$ cat src/cccu_pkg.sv
// Shared types, constants and calendar helper functions for the calendar
// clock counter unit. No dependencies.
`default_nettype none

package cccu_pkg;

  localparam int YEAR_W   = 16;
  localparam int MONTH_W  = 4;
  localparam int DAY_W    = 5;
  localparam int HOUR_W   = 5;
  localparam int MINUTE_W = 6;
  localparam int SECOND_W = 6;
  localparam int FIELD_W  = 8;

  localparam logic [YEAR_W-1:0]   YEAR_MIN    = 16'd2000;
  localparam logic [MONTH_W-1:0]  MONTH_MIN   = 4'd1;
  localparam logic [MONTH_W-1:0]  MONTH_MAX   = 4'd12;
  localparam logic [MONTH_W-1:0]  MONTH_FEB   = 4'd2;
  localparam logic [DAY_W-1:0]    DAY_MIN     = 5'd1;
  localparam logic [DAY_W-1:0]    DAY_DEFAULT = 5'd31;
  localparam logic [HOUR_W-1:0]   HOUR_MAX    = 5'd23;
  localparam logic [MINUTE_W-1:0] MINUTE_MAX  = 6'd59;
  localparam logic [SECOND_W-1:0] SECOND_MAX  = 6'd59;

  // Reset time
  localparam logic [YEAR_W-1:0]   RST_YEAR   = 16'd2024;
  localparam logic [MONTH_W-1:0]  RST_MONTH  = 4'd10;
  localparam logic [DAY_W-1:0]    RST_DAY    = 5'd26;
  localparam logic [HOUR_W-1:0]   RST_HOUR   = 5'd11;
  localparam logic [MINUTE_W-1:0] RST_MINUTE = 6'd28;
  localparam logic [SECOND_W-1:0] RST_SECOND = 6'd30;

  // Divisibility by 25: multiply by the inverse of 25 modulo 2^16, then the
  // value is a multiple of 25 exactly when the product is at most 65535/25.
  localparam logic [YEAR_W-1:0] INV25     = 16'd23593;
  localparam logic [YEAR_W-1:0] DIV25_LIM = 16'd2621;

  localparam logic [DAY_W-1:0] MONTH_LEN [12] = '{
    5'd31, 5'd28, 5'd31, 5'd30, 5'd31, 5'd30,
    5'd31, 5'd31, 5'd30, 5'd31, 5'd30, 5'd31
  };

  typedef struct packed {
    logic [YEAR_W-1:0]   year;
    logic [MONTH_W-1:0]  month;
    logic [DAY_W-1:0]    day;
    logic [HOUR_W-1:0]   hour;
    logic [MINUTE_W-1:0] minute;
    logic [SECOND_W-1:0] second;
  } cal_t;

  function automatic logic is_leap(input logic [YEAR_W-1:0] y);
    logic [2*YEAR_W-1:0] prod;
    logic                div25;
    prod  = y * INV25;
    div25 = (prod[YEAR_W-1:0] <= DIV25_LIM);
    return (y[1:0] == 2'b00) && (!div25 || (y[3:0] == 4'b0000));
  endfunction

  function automatic logic [DAY_W-1:0] month_days(input logic [YEAR_W-1:0]  y,
                                                  input logic [MONTH_W-1:0] m);
    logic [MONTH_W-1:0] idx;
    logic [DAY_W-1:0]   len;
    idx = m - MONTH_MIN;
    if ((m < MONTH_MIN) || (m > MONTH_MAX)) begin
      len = DAY_DEFAULT;
    end else if (m == MONTH_FEB) begin
      len = MONTH_LEN[1] + {{(DAY_W-1){1'b0}}, is_leap(y)};
    end else begin
      len = MONTH_LEN[idx];
    end
    return len;
  endfunction

endpackage

`default_nettype wire

$ cat src/calendar_clock_counter_unit.sv
// Top level of the calendar clock counter: input register, load and tick
// logic, time registers that double as the result register.
// Depends on cccu_pkg, cccu_load_clamp and cccu_tick_adv.
//
// Usage:
//   Input channel (in_valid / in_stall): each item is a one-second tick
//   (in_op = 0) or a load of a new date and time (in_op = 1). A load is
//   clamped into range; out_load_valid reports whether no clamping was needed.
//   Result channel (out_valid / out_stall): one item per input item, giving
//   the time after that item. out_load_valid is 0 for ticks.
//   Configuration: cfg_wr_en writes cfg_wr_data into the paused bit; while
//   paused, ticks leave the time unchanged but still produce a result.
//   Throughput: one item per clock while no result is held. An accepted
//   item moves from the input register into the time registers, which drive
//   the result channel; these form two stages with a combinational carry chain.
//   Reset: time returns to 2024-10-26 11:28:30, paused clears, both stages
//   empty.
//   Stall: a held result keeps the time registers frozen; one more item
//   waits in the input register, then in_stall rises until out_stall drops.
`default_nettype none

module calendar_clock_counter_unit import cccu_pkg::*; (
  input  wire logic                clk,
  input  wire logic                rst_n,
  // input channel
  input  wire logic                in_valid,
  output logic                     in_stall,
  input  wire logic                in_op,
  input  wire logic [YEAR_W-1:0]   in_new_year,
  input  wire logic [FIELD_W-1:0]  in_new_month,
  input  wire logic [FIELD_W-1:0]  in_new_day,
  input  wire logic [FIELD_W-1:0]  in_new_hour,
  input  wire logic [FIELD_W-1:0]  in_new_minute,
  input  wire logic [FIELD_W-1:0]  in_new_second,
  // result channel
  output logic                     out_valid,
  input  wire logic                out_stall,
  output logic [YEAR_W-1:0]        out_cur_year,
  output logic [MONTH_W-1:0]       out_cur_month,
  output logic [DAY_W-1:0]         out_cur_day,
  output logic [HOUR_W-1:0]        out_cur_hour,
  output logic [MINUTE_W-1:0]      out_cur_minute,
  output logic [SECOND_W-1:0]      out_cur_second,
  output logic                     out_load_valid,
  // configuration
  input  wire logic                cfg_wr_en,
  input  wire logic                cfg_wr_data
);

  // input register
  logic               in_vld_r;
  logic               in_op_r;
  logic [YEAR_W-1:0]  in_year_r;
  logic [FIELD_W-1:0] in_month_r, in_day_r, in_hour_r, in_minute_r, in_second_r;

  // time state, also the result payload
  cal_t cal_r, cal_nxt;
  logic load_valid_r, load_valid_nxt;
  logic out_vld_r;
  logic paused_r;

  cal_t load_cal, tick_cal;
  logic load_ok;
  logic step;

  cccu_load_clamp u_load (
    .new_year   (in_year_r),
    .new_month  (in_month_r),
    .new_day    (in_day_r),
    .new_hour   (in_hour_r),
    .new_minute (in_minute_r),
    .new_second (in_second_r),
    .clamped    (load_cal),
    .load_ok    (load_ok)
  );

  // time registers are always in range, so the tick path needs no pre-clamp
  cccu_tick_adv u_tick (
    .cur (cal_r),
    .adv (tick_cal)
  );

  // advance the held item into the result stage when that stage frees up
  assign step     = in_vld_r && (!out_vld_r || !out_stall);
  assign in_stall = in_vld_r && !step;

  always_comb begin
    if (in_op_r) begin
      cal_nxt        = load_cal;
      load_valid_nxt = load_ok;
    end else begin
      cal_nxt        = paused_r ? cal_r : tick_cal;
      load_valid_nxt = 1'b0;
    end
  end

  always_ff @(posedge clk) begin
    if (!rst_n) begin
      in_vld_r <= 1'b0;
    end else if (!in_stall) begin
      in_vld_r <= in_valid;
    end
  end

  // capture payload only on accept
  always_ff @(posedge clk) begin
    if (in_valid && !in_stall) begin
      in_op_r     <= in_op;
      in_year_r   <= in_new_year;
      in_month_r  <= in_new_month;
      in_day_r    <= in_new_day;
      in_hour_r   <= in_new_hour;
      in_minute_r <= in_new_minute;
      in_second_r <= in_new_second;
    end
  end

  always_ff @(posedge clk) begin
    if (!rst_n) begin
      cal_r        <= '{year: RST_YEAR, month: RST_MONTH, day: RST_DAY,
                        hour: RST_HOUR, minute: RST_MINUTE, second: RST_SECOND};
      load_valid_r <= 1'b0;
      out_vld_r    <= 1'b0;
    end else begin
      if (step) begin
        cal_r        <= cal_nxt;
        load_valid_r <= load_valid_nxt;
        out_vld_r    <= 1'b1;
      end else if (!out_stall) begin
        out_vld_r    <= 1'b0;
      end
    end
  end

  always_ff @(posedge clk) begin
    if (!rst_n) begin
      paused_r <= 1'b0;
    end else if (cfg_wr_en) begin
      paused_r <= cfg_wr_data;
    end
  end

  assign out_valid      = out_vld_r;
  assign out_cur_year   = cal_r.year;
  assign out_cur_month  = cal_r.month;
  assign out_cur_day    = cal_r.day;
  assign out_cur_hour   = cal_r.hour;
  assign out_cur_minute = cal_r.minute;
  assign out_cur_second = cal_r.second;
  assign out_load_valid = load_valid_r;

  // stall only while an item is held in the input register
  a_stall_needs_item: assert property (@(posedge clk) disable iff (!rst_n)
    in_stall |-> in_vld_r)
    else $error("in_stall raised with empty input register");

  // a running tick always moves the seconds
  a_tick_moves: assert property (@(posedge clk) disable iff (!rst_n)
    step && !in_op_r && !paused_r |=> cal_r.second != $past(cal_r.second))
    else $error("unpaused tick left seconds unchanged");

  // ticks never report a valid load
  a_tick_no_load_valid: assert property (@(posedge clk) disable iff (!rst_n)
    step && !in_op_r |=> !load_valid_r)
    else $error("load_valid set on a tick");

  // stored date stays in range
  a_date_in_range: assert property (@(posedge clk) disable iff (!rst_n)
    (cal_r.month >= MONTH_MIN) && (cal_r.month <= MONTH_MAX) && (cal_r.day != '0)
    && (cal_r.year >= YEAR_MIN))
    else $error("stored date out of range");

endmodule

`default_nettype wire

$ cat src/cccu_load_clamp.sv
// Load path: checks a supplied date and time and clamps it into range.
// Depends on cccu_pkg.
`default_nettype none

module cccu_load_clamp import cccu_pkg::*; (
  input  wire logic [YEAR_W-1:0]  new_year,
  input  wire logic [FIELD_W-1:0] new_month,
  input  wire logic [FIELD_W-1:0] new_day,
  input  wire logic [FIELD_W-1:0] new_hour,
  input  wire logic [FIELD_W-1:0] new_minute,
  input  wire logic [FIELD_W-1:0] new_second,
  output cal_t                    clamped,
  output logic                    load_ok
);

  logic             year_ok, month_ok, day_ok, hour_ok, minute_ok, second_ok;
  logic [DAY_W-1:0] max_day;

  always_comb begin
    year_ok   = (new_year >= YEAR_MIN);
    clamped.year = year_ok ? new_year : YEAR_MIN;

    month_ok  = 1'b0;
    if (new_month == '0) begin
      clamped.month = MONTH_MIN;
    end else if (new_month > FIELD_W'(MONTH_MAX)) begin
      clamped.month = MONTH_MAX;
    end else begin
      clamped.month = new_month[MONTH_W-1:0];
      month_ok      = 1'b1;
    end

    // month length from the already clamped year and month
    max_day = month_days(clamped.year, clamped.month);
    day_ok  = 1'b0;
    if (new_day == '0) begin
      clamped.day = DAY_MIN;
    end else if (new_day > FIELD_W'(max_day)) begin
      clamped.day = max_day;
    end else begin
      clamped.day = new_day[DAY_W-1:0];
      day_ok      = 1'b1;
    end

    hour_ok        = (new_hour <= FIELD_W'(HOUR_MAX));
    clamped.hour   = hour_ok ? new_hour[HOUR_W-1:0] : HOUR_MAX;
    minute_ok      = (new_minute <= FIELD_W'(MINUTE_MAX));
    clamped.minute = minute_ok ? new_minute[MINUTE_W-1:0] : MINUTE_MAX;
    second_ok      = (new_second <= FIELD_W'(SECOND_MAX));
    clamped.second = second_ok ? new_second[SECOND_W-1:0] : SECOND_MAX;

    load_ok = year_ok && month_ok && day_ok && hour_ok && minute_ok && second_ok;
  end

endmodule

`default_nettype wire

$ cat src/cccu_tick_adv.sv
// Tick path: advances an in-range calendar time by one second with carries.
// Depends on cccu_pkg.
`default_nettype none

module cccu_tick_adv import cccu_pkg::*; (
  input  wire cal_t cur,
  output cal_t      adv
);

  logic [DAY_W-1:0]  max_day;
  logic [YEAR_W-1:0] year_inc;

  always_comb begin
    max_day  = month_days(cur.year, cur.month);
    year_inc = cur.year + 1'b1;
    adv      = cur;
    if (cur.second >= SECOND_MAX) begin
      adv.second = '0;
      if (cur.minute >= MINUTE_MAX) begin
        adv.minute = '0;
        if (cur.hour >= HOUR_MAX) begin
          adv.hour = '0;
          if (cur.day >= max_day) begin
            adv.day = DAY_MIN;
            if (cur.month >= MONTH_MAX) begin
              adv.month = MONTH_MIN;
              // wrap past the top year lands below the floor: hold at floor
              adv.year  = (year_inc < YEAR_MIN) ? YEAR_MIN : year_inc;
            end else begin
              adv.month = cur.month + 1'b1;
            end
          end else begin
            adv.day = cur.day + 1'b1;
          end
        end else begin
          adv.hour = cur.hour + 1'b1;
        end
      end else begin
        adv.minute = cur.minute + 1'b1;
      end
    end else begin
      adv.second = cur.second + 1'b1;
    end
  end

endmodule

`default_nettype wire

$ cat config.mk
export PLATFORM = sky130hd
export DESIGN_NAME = calendar_clock_counter_unit
export DESIGN_NICKNAME = d
export VERILOG_FILES = /design/src/cccu_pkg.sv /design/src/calendar_clock_counter_unit.sv /design/src/cccu_load_clamp.sv /design/src/cccu_tick_adv.sv
export SDC_FILE = /design/constraint.sdc
export NUM_CORES = 1
export LEC_CHECK = 0
export ABC_AREA = 0
export BUFFER_PORTS_ARGS = -buffer_cell sky130_fd_sc_hd__buf_4
export CAP_MARGIN = 20
export CORE_ASPECT_RATIO = 1.75
export CORE_MARGIN = 4
export CORE_UTILIZATION = 62
export CTS_BUF_LIST = sky130_fd_sc_hd__clkbuf_8
export DETAILED_ROUTE_END_ITERATION = 10
export GPL_TIMING_DRIVEN = 0
export PLACE_DENSITY = 0.9
export SETUP_SLACK_MARGIN = 0.15
export SYNTH_ARGS = -nofsm -noshare
export SYNTH_HDL_FRONTEND = slang
export SYNTH_HIERARCHICAL = 1
export SYNTH_SLANG_ARGS = --single-unit
$ cat constraint.sdc
create_clock -name clk -period 7.35 [get_ports clk]
set_clock_uncertainty 0.15 [all_clocks]
set_input_delay 1.47 -clock clk [delete_from_list [all_inputs] [get_ports clk]]
set_output_delay 1.47 -clock clk [all_outputs]
set_load 0.005 [all_outputs]
==> results of run 1 <==
-- logic make-up (layout without fill, tap and decap cells) --
logic type               after synthesis  in the layout
adder cells (fa/ha/maj)              167            167
multiplexers                          24             24
flip-flops                           103            103
AO/OA/AOI/OAI                        199            199
XOR/XNOR                              51             51
buffers and inverters                153            284
AND/OR/NAND/NOR                      268            268
-- flip-flops by register name, summed over array words and instances (netlist names), 6 cells and up --
signal and flops:
in_hour_r 8, out_cur_second 6, in_minute_r 8, in_second_r 8, out_cur_minute 6, in_day_r 8, in_month_r 8, in_year_r 16
out_cur_year 16
-- cell usage after synthesis (3+ instances only) --
master,n
a2111oi_0,5
a2111oi_2,19
a21oi_1,48
a22o_1,3
a31oi_1,9
and2_1,10
and2b_1,4
and3_1,9
buf_2,15
buf_4,5
buf_6,5
clkbuf_1,18
dfxtp_1,46
edfxtp_1,57
fa_1,36
ha_1,131
inv_1,106
mux2i_1,22
nand2_1,45
nand2b_1,17
nand3_1,44
nand3_2,3
nand4_1,14
nor2_1,48
nor2b_1,26
nor3_1,7
nor4_1,5
o211a_1,20
o21a_1,5
o21ai_0,32
o21ai_1,23
o22a_1,4
o22ai_1,5
o31a_1,3
o31ai_1,4
or2_2,9
or3_1,9
or4_1,4
xnor2_1,35
xor2_1,14
-- report_power, final --
part | leakage, nW | total (mW) | switching (mW) | internal (mW)
Clock | 0.101 | 0.351 | 0.218 | 0.133
Combinational | 3.92 | 1.33 | 0.720 | 0.614
Sequential | 0.934 | 0.689 | 0.0448 | 0.644
-- worst max-delay path: cells and delay by family (launching register included) --
| kind | cells | cell delay (ns) |
|---|---|---|
| AND/OR/NAND/NOR | 8 | 1.35 |
| XOR/XNOR | 1 | 0.14 |
| flip-flops | 1 | 0.48 |
| buffers and inverters | 6 | 0.57 |
| multiplexers | 1 | 0.19 |
| adder cells (fa/ha/maj) | 8 | 2.48 |
| AO/OA/AOI/OAI | 9 | 1.68 |
-- layer usage --
| layer | track usage (%) | routed length (um) | up-vias |
|---|---|---|---|
| met2 | 52.2 | 13200 | 390 |
| li1 | - | - | 3671 |
| met4 | 19.9 | 1600 | 0 |
| met3 | 4.18 | 1490 | 106 |
| met1 | 29.9 | 8610 | 3895 |
| met5 | 0 | 0 | - |
-- what timing repair did --
action	in CTS	in global routing
buffers inserted	0	6
endpoints found under the setup margin	7	19
gates resized for setup	6	33
pin swaps	0	6
-- cells in the final DEF (no fill, tap or decap), types with 33 or more instances in the layout --
cell type	count
ha_1	130
buf_4	117
inv_1	105
edfxtp_1	57
nor2_1	47
a21oi_1	47
nand3_1	44
nand2_1	44
dfxtp_1	39
fa_1	35
xnor2_1	33
-- stage by stage --
step                std cells  setup WS [ns]
floorplan                 965          0.781
global placement         1251        -0.0875
detailed placement       1252         -0.335
CTS                      1268         0.0577
global route             1276        -0.0326
finish                   1276          0.163
-- cell type report --
type	count	area, sq um
Sequential cell	103	2640
Timing Repair Buffer	115	871
Multi-Input combinational cell	709	6130
Inverter	108	405
Clock inverter	7	63.8
Clock buffer	9	124
Buffer	45	254
Tap cell	180	225
Fill cell	990	3800
-- path summary, 6_finish.rpt --
path / to / depth (start not counted)
max reg2reg: out_cur_day[0] / 33
min reg2reg: out_load_valid / 2
min: out_load_valid / 2
max: out_cur_day[0] / 33
==> flow_summary.json, run 1 <==
{
  "status": "complete, no violations",
  "async_flop_share_pct": 0,
  "cp.required_ns": 7.47,
  "layout-drive-gt1-share_pct": 21.2,
  "crit_fanout": 10,
  "synthMuxAreaShare_pct": 2.62,
  "synth_top_family_by_area": "adder cells",
  "drc": 0,
  "ir_drop_mv": 0.190,
  "drt_iter0_drc": 526,
  "max_cap_viol_count": 0,
  "yosysTopAreaCell": "edfxtp_1",
  "grt_pass1_vias": 8139,
  "p_total_mw": 2.37,
  "vias": 8062,
  "yosysUniqueCellTypes": 71,
  "first_pass_iters": 6,
  "clock_latency_ns": 0.38,
  "yosysSeqAreaShare_pct": 28.4,
  "gp_congestion": 0.957,
  "n_antenna_cell": 0,
  "dieArea_sq_um": 17100,
  "clock-sinks": 103,
  "cts.clk_slew.worst_paths_ns": 0.11,
  "cts_root_buf": "clkbuf_8",
  "clockBufferDepth": 2,
  "critPathKind": "reg -> reg",
  "fin_nets": 1321,
  "setup_viol": 0,
  "synth_area_leaders": "edfxtp_1, ha_1, dfxtp_1",
  "synth_area_sq_um": 9280,
  "start_kind": "register",
  "finalCoreUtilization_pct": 73.8,
  "die_w_um": 100,
  "cp_slowest_stage_delay_ns": 0.54,
  "slowest_stage": "fa_1",
  "r2r_start": "in_year_r[11]",
  "synth-warning-count": 6,
  "synth-simple-area-share_pct": 15.5,
  "yosys.area_share.adder_pct": 25.4,
  "r2r_setup_slack_ns": 0.16,
  "design_area_sq_um": 10700,
  "routedWlPerCell_um": 19.5,
  "drt_wl_total_um": 24900,
  "syn_to_final_growth_pct": 15.5,
  "period_minus_slack_ns": 7.19,
  "critPathArrivalTime_ns": 7.31,
  "cts_tree": "built",
  "min-delay-start": "out_load_valid",
  "port_buffers": 106,
  "synth_edf_count": 57,
  "dp_hpwl_um": 19100,
  "grt_overflow": 0,
  "drv_slew": 0,
  "ant_nets": 0,
  "synth_flop_cell": "edfxtp_1",
  "hp-class": "reg -> reg",
  "syn-mean-instance-area_sq_um": 9.61,
  "p_leak_nw": 4.96,
  "rows": 58,
  "antenna_found_initial": 0,
  "place_area_sq_um": 10300,
  "grt_pass1_wl_um": 39000,
  "ys_ff_latch": 103,
  "synthCells": 965,
  "hold_ws_ns": 0.356,
  "pwr_density_cell_nw_per_um2": 222,
  "hold_violations": 0,
  "tightest_slew_ns": 0.908,
  "grt_setup_unrepaired": "yes",
  "cts_buffers": 9,
  "io_pins": 108,
  "initial_core_util_pct": 63.9,
  "grt_start_max_net_pins": 39,
  "synthXorXnorAreaFrac_pct": 5.04,
  "yosysTopAreaCellShare_pct": 18.5,
  "post-route-period-util_pct": 97.8,
  "via_per_inst": 6.32,
  "die_y_um": 170,
  "htreeDepth": 3,
  "hold_buffers": 0,
  "synth_nets": 1195,
  "fin_tns_setup_ns": 0,
  "maxSlewHeadroom_pct": 39.1,
  "crit_path_end_kind": "register",
  "synth_compound_area_share_pct": 16.0,
  "critPathMostFrequentCell": "ha_1",
  "cp-startpoint": "in_year_r[11]",
  "coreArea_sq_um": 14500,
  "fmax_mhz": 139,
  "grt_use_total_pct": 28.8
}
Note: power is estimated with default switching activity, not from simulation.
==> run 2, diff against run 1 <==
Settings changed: CORE_MARGIN 4 to 2.
==> run 2 against run 1 <==
First-iteration DRC count up 27%. Core utilization down 1.3 points. Critical path depth down 2. Sequential share of layout area up 0.055 points. Clock-buffer cell count unchanged. Critical path type unchanged. Largest power group unchanged. Highest routed layer unchanged.
==> flow_summary.json, run 2 (synthesis gave the netlist of run 1 again) <==
{
  "start_kind": "register",
  "initial_core_util_pct": 62.8,
  "n_antenna_cell": 0,
  "path_delay_family": "adder cells",
  "grtUsageMet2_pct": 55.2,
  "ff2ff_path_depth": 31,
  "via_per_inst": 6.40,
  "grt_start_max_net_pins": 33,
  "drt_iter0_drc": 666,
  "maxSlewHeadroom_pct": 29.7,
  "p_comb_share_pct": 55.2,
  "ant_nets": 0,
  "clock_latency_ns": 0.38,
  "fin_nets": 1318,
  "grt_setup_unrepaired": "yes",
  "timing.critical_path.buf_inv": 4,
  "fmax_mhz": 142,
  "max_cap_viol_count": 0,
  "p_leak_nw": 4.94,
  "cp_slowest_stage_delay_ns": 0.48,
  "first_pass_iters": 8,
  "cp.required_ns": 7.48,
  "layout-drive-gt1-share_pct": 20.8,
  "grt_overflow": 0,
  "setup_viol": 0,
  "p_sw_share_pct": 40.9,
  "routedWlPerCell_um": 19.9,
  "fin_tns_setup_ns": 0,
  "critPathKind": "reg -> reg",
  "hold_buffers": 0,
  "crit_cells": 31,
  "pwr_density_cell_nw_per_um2": 222,
  "coreArea_sq_um": 14800,
  "grt_pass1_vias": 8387,
  "internal_power_mw": 1.40,
  "drt_wl_total_um": 25400,
  "grt_use_total_pct": 31.7,
  "use_met1_pct": 33.3,
  "dp_hpwl_um": 19200,
  "rows": 59,
  "cts_tree": "built",
  "status": "complete, no violations",
  "syn_to_final_growth_pct": 15.4,
  "critPathArrivalTime_ns": 7.18,
  "grt_pass1_wl_um": 39100,
  "crit_fanout": 7,
  "tightest_slew_ns": 1.05,
  "fin_ws_ns": 0.300,
  "die_y_um": 166,
  "crit_path_end_kind": "register",
  "finalCoreUtilization_pct": 72.5,
  "cts_buffers": 9,
  "clock-sinks": 103,
  "hp-class": "reg -> reg",
  "top_usage_layer": "met2",
  "slowest_stage": "fa_1",
  "netSwitchingPower_uw": 972,
  "use_met3_pct": 4.58,
  "port_buffers": 106,
  "power_frac_clock_pct": 15.8,
  "io_pins": 108,
  "antenna_found_initial": 0,
  "p_seq_share_pct": 29.1,
  "htreeDepth": 3,
  "critPathMostFrequentCell": "ha_1",
  "period_minus_slack_ns": 7.05,
  "final_cell_mix": "ha_1, buf_4, inv_1",
  "drc": 0,
  "cts_root_buf": "clkbuf_8",
  "hold_violations": 0,
  "cts.clk_slew.worst_paths_ns": 0.11,
  "post-route-period-util_pct": 95.9,
  "holdPathStages": 2,
  "clockBufferDepth": 2,
  "dp_worst_setup_slack_ns": -0.250,
  "die_w_um": 96.5,
  "drv_slew": 0,
  "final_common_cell": "ha_1",
  "gp_congestion": 0.946,
  "dieArea_sq_um": 16000,
  "ir_drop_mv": 0.177,
  "vias": 8162
}
-- run 2: worst min-delay path, cell delays in order, from the launching register on --
cell and delay (ns):
dfxtp_1 0.35, nand2_1 0.06, a21boi_0 0.07
-- run 2: stage by stage --
stage	instance area, sq um	std cells	hold slack [ns]	power [mW]
after floorplan	9280	965	0.308	1.60
after global placement	10300	1254	0.342	1.84
after detailed placement	10300	1255	0.362	1.90
after CTS	10600	1271	0.376	2.28
after global routing	10700	1276	0.391	2.54
final	10700	1276	0.372	2.37
-- run 2: layer usage --
metal / vias to the layer above / wire (um)
li1: 3671 / -
met1: 3848 / 8410
met2: 477 / 13200
met3: 166 / 1670
met4: 0 / 2070
met5: - / 0
-- run 2: repair_timing --
item	in CTS	in global routing
pin swaps	0	13
resized for setup	6	35
gates cloned	0	1
setup endpoints to repair	5	22
buffers inserted	0	3
-- run 2: worst paths after layout --
path              slack [ns]            from        endpoint
setup reg to reg        0.30   in_year_r[15]  out_cur_day[0]
setup / recovery        0.30   in_year_r[15]  out_cur_day[0]
hold reg to reg         0.37  out_load_valid  out_load_valid
hold / removal          0.37  out_load_valid  out_load_valid
-- run 2: power by group through the flow --
stage | logic [mW] | clock network [mW] | registers (mW)
final | 1.31 | 0.374 | 0.690
after global routing | 1.45 | 0.399 | 0.695
after CTS | 1.22 | 0.377 | 0.687
after detailed placement | 1.20 | 0 | 0.700
after global placement | 1.14 | 0 | 0.700
after floorplan | 0.910 | 0 | 0.688
-- run 2: final cells by class --
type	instances	area, sq um
flip-flops and latches	103	2650
repair buffers	112	848
clock buffers	9	124
fillers	1022	4060
clock inverters	7	80.1
plain buffers	45	258
well taps	183	229
multi-input cells	709	6110
inverters	108	408
==> run 3, diff against run 2 <==
--- a/config.mk
+++ b/config.mk
@@ -18,2 +18,3 @@
 export SETUP_SLACK_MARGIN = 0.15
+export SLEW_MARGIN = 20
 export SYNTH_ARGS = -nofsm -noshare
==> constraint.sdc (replaced) <==
create_clock -name clk -period 7.35 [get_ports clk]
set_clock_uncertainty 0.15 [all_clocks]
set_input_delay 0.3675 -clock clk [delete_from_list [all_inputs] [get_ports clk]]
set_output_delay 0.3675 -clock clk [all_outputs]
set_load 0.005 [all_outputs]
==> run 3 against run 2 <==
Clock-buffer cell count is the same. Register-to-register slack got worse by 0.09 ns. Via count is 2.2% higher. Final cell count up 1.3%. Power rose by 4.8%. Routed wire length grew 8.4%. Die area did not move. First-iteration DRC count down 1.4%. Worst setup slack worse by 0.094 ns. Design area grew 2.7%. Critical endpoint is now out_cur_day[1].
==> flow_summary.json, run 3 (synthesis gave the netlist of run 1 again) <==
{
  "crit_fanout": 7,
  "grt_overflow": 0,
  "layout-drive-gt1-share_pct": 22.9,
  "cts.clk_slew.worst_paths_ns": 0.11,
  "tightest_slew_ns": 1.10,
  "internal_power_mw": 1.46,
  "coreArea_sq_um": 14800,
  "r2r_setup_slack_ns": 0.21,
  "fmax_mhz": 140,
  "drt_iter0_drc": 657,
  "rows": 59,
  "die_y_um": 166,
  "ff2ff_path_depth": 29,
  "hp-class": "in -> reg",
  "final_common_cell": "buf_4",
  "critPathMostFrequentCell": "ha_1",
  "fin_nets": 1335,
  "die_w_um": 96.5,
  "htreeDepth": 3,
  "grt_pass1_vias": 8494,
  "routedWlPerCell_um": 21.3,
  "design_area_sq_um": 11000,
  "pwr_density_cell_nw_per_um2": 226,
  "gp_congestion": 0.946,
  "drc": 0,
  "placed_cells": 1256,
  "grt_pass1_wl_um": 40300,
  "critPathArrivalTime_ns": 7.25,
  "p_leak_nw": 5.01,
  "n_antenna_cell": 0,
  "critPathKind": "reg -> reg",
  "clockBufferDepth": 2,
  "min-delay-start": "in_new_year[8]",
  "cts_buffers": 9,
  "cts_tree": "built",
  "setup_viol": 0,
  "p_comb_share_pct": 58.3,
  "finalCoreUtilization_pct": 74.5,
  "ant_nets": 0,
  "cp_slowest_stage_delay_ns": 0.47,
  "clock_latency_ns": 0.38,
  "p_seq_share_pct": 27.8,
  "multi_input_area_sq_um": 6270,
  "instances_no_fill": 1293,
  "min_to": "in_year_r[8]",
  "slowest_stage": "edfxtp_1",
  "grt_setup_unrepaired": "yes",
  "drt_wl_total_um": 27500,
  "post-route-period-util_pct": 97.2,
  "p_sw_share_pct": 41.4,
  "ir_drop_mv": 0.251,
  "holdPathStages": 1,
  "r2r-end": "out_cur_day[1]",
  "grt_use_total_pct": 32.6,
  "grt_start_max_net_pins": 32,
  "port_buffers": 106,
  "place_area_sq_um": 10300,
  "cts_root_buf": "clkbuf_8",
  "maxSlewHeadroom_pct": 26.6,
  "max_cap_viol_count": 0,
  "crit_path_end_kind": "register",
  "initial_core_util_pct": 62.8,
  "status": "complete, no violations",
  "syn_to_final_growth_pct": 18.5,
  "final_cell_mix": "buf_4, ha_1, inv_1",
  "antenna_found_initial": 0,
  "dieArea_sq_um": 16000,
  "first_pass_iters": 6,
  "vias": 8345,
  "clock-sinks": 103,
  "power_frac_clock_pct": 13.9,
  "netSwitchingPower_mw": 1.03,
  "io_pins": 108,
  "start_kind": "register",
  "dp_hpwl_um": 19300,
  "seqCellArea_sq_um": 2640,
  "drv_slew": 0,
  "cp.required_ns": 7.45,
  "via_per_inst": 6.45,
  "r2r_start": "in_year_r[15]",
  "period_minus_slack_ns": 7.14,
  "fillerInstances": 951,
  "hold_violations": 0
}
==> run 3: layout make-up <==
type | count | share of cell area (%)
multi-input combinational | 709 | 57.0
sequential | 103 | 24.0
timing repair buffer | 129 | 9.22
inverter | 108 | 3.71
buffer | 45 | 2.34
tap | 183 | 2.08
clock buffer | 9 | 1.13
clock inverter | 7 | 0.489
==> run 3: critical path: cells and delay by family (launching register included) <==
kind / cells / cell delay (ns)
xor+xnor: 1 / 0.14
compound gates: 9 / 1.72
buf+inv: 4 / 0.52
fa+ha+maj: 8 / 2.61
simple gates: 7 / 1.41
flops: 1 / 0.47
==> run 3: worst max path at each step <==
stage,start,to,cells after the start
2_1_floorplan,in_year_r[11],out_cur_day[0],33
3_3_place_gp,in_year_r[13],out_cur_day[0],33
3_5_place_dp,in_year_r[14],out_cur_day[0],33
4_1_cts,in_year_r[14],out_cur_day[0],29
5_1_grt,in_year_r[15],out_cur_day[0],31
6_report,in_year_r[15],out_cur_day[1],29
==> run 3: metal layers <==
layer	track usage [%]	routed length (um)	up-vias
met5	0	0	-
met4	23.3	2400	0
met3	4.22	1730	179
met2	57.9	14300	517
met1	33.7	9110	3946
li1	-	-	3703
==> run 3: power by group through the flow <==
| stage | clock (mW) | combinational [mW] | sequential [mW] |
|---|---|---|---|
| after global placement | 0 | 1.14 | 0.700 |
| final | 0.345 | 1.45 | 0.692 |
| after global routing | 0.364 | 1.58 | 0.696 |
| after CTS | 0.341 | 1.23 | 0.688 |
| after detailed placement | 0 | 1.20 | 0.700 |
| after floorplan | 0 | 0.910 | 0.688 |
==> run 3: per-stage QoR <==
stage | power, mW | setup WS (ns) | setup TNS (ns) | hold slack, ns
floorplan | 1.60 | 0.781 | 0 | 0.308
global placement | 1.84 | -0.0644 | -0.0644 | 0.342
detailed placement | 1.90 | -0.287 | -0.479 | 0.350
CTS | 2.26 | 0.158 | 0 | 0.00111
global route | 2.64 | -0.0556 | -0.0561 | 0.000217
finish | 2.49 | 0.206 | 0 | 0.00128
==> run 3: timing repair <==
item / 4_1_cts / 5_1_grt
endpoints found under the hold margin: 8 / 0
hold buffers: 8 / 0
cloned: 0 / 0
setup buffers: 0 / 13
pin swaps: 0 / 23
endpoints found under the setup margin: 4 / 22
resized for setup: 7 / 51
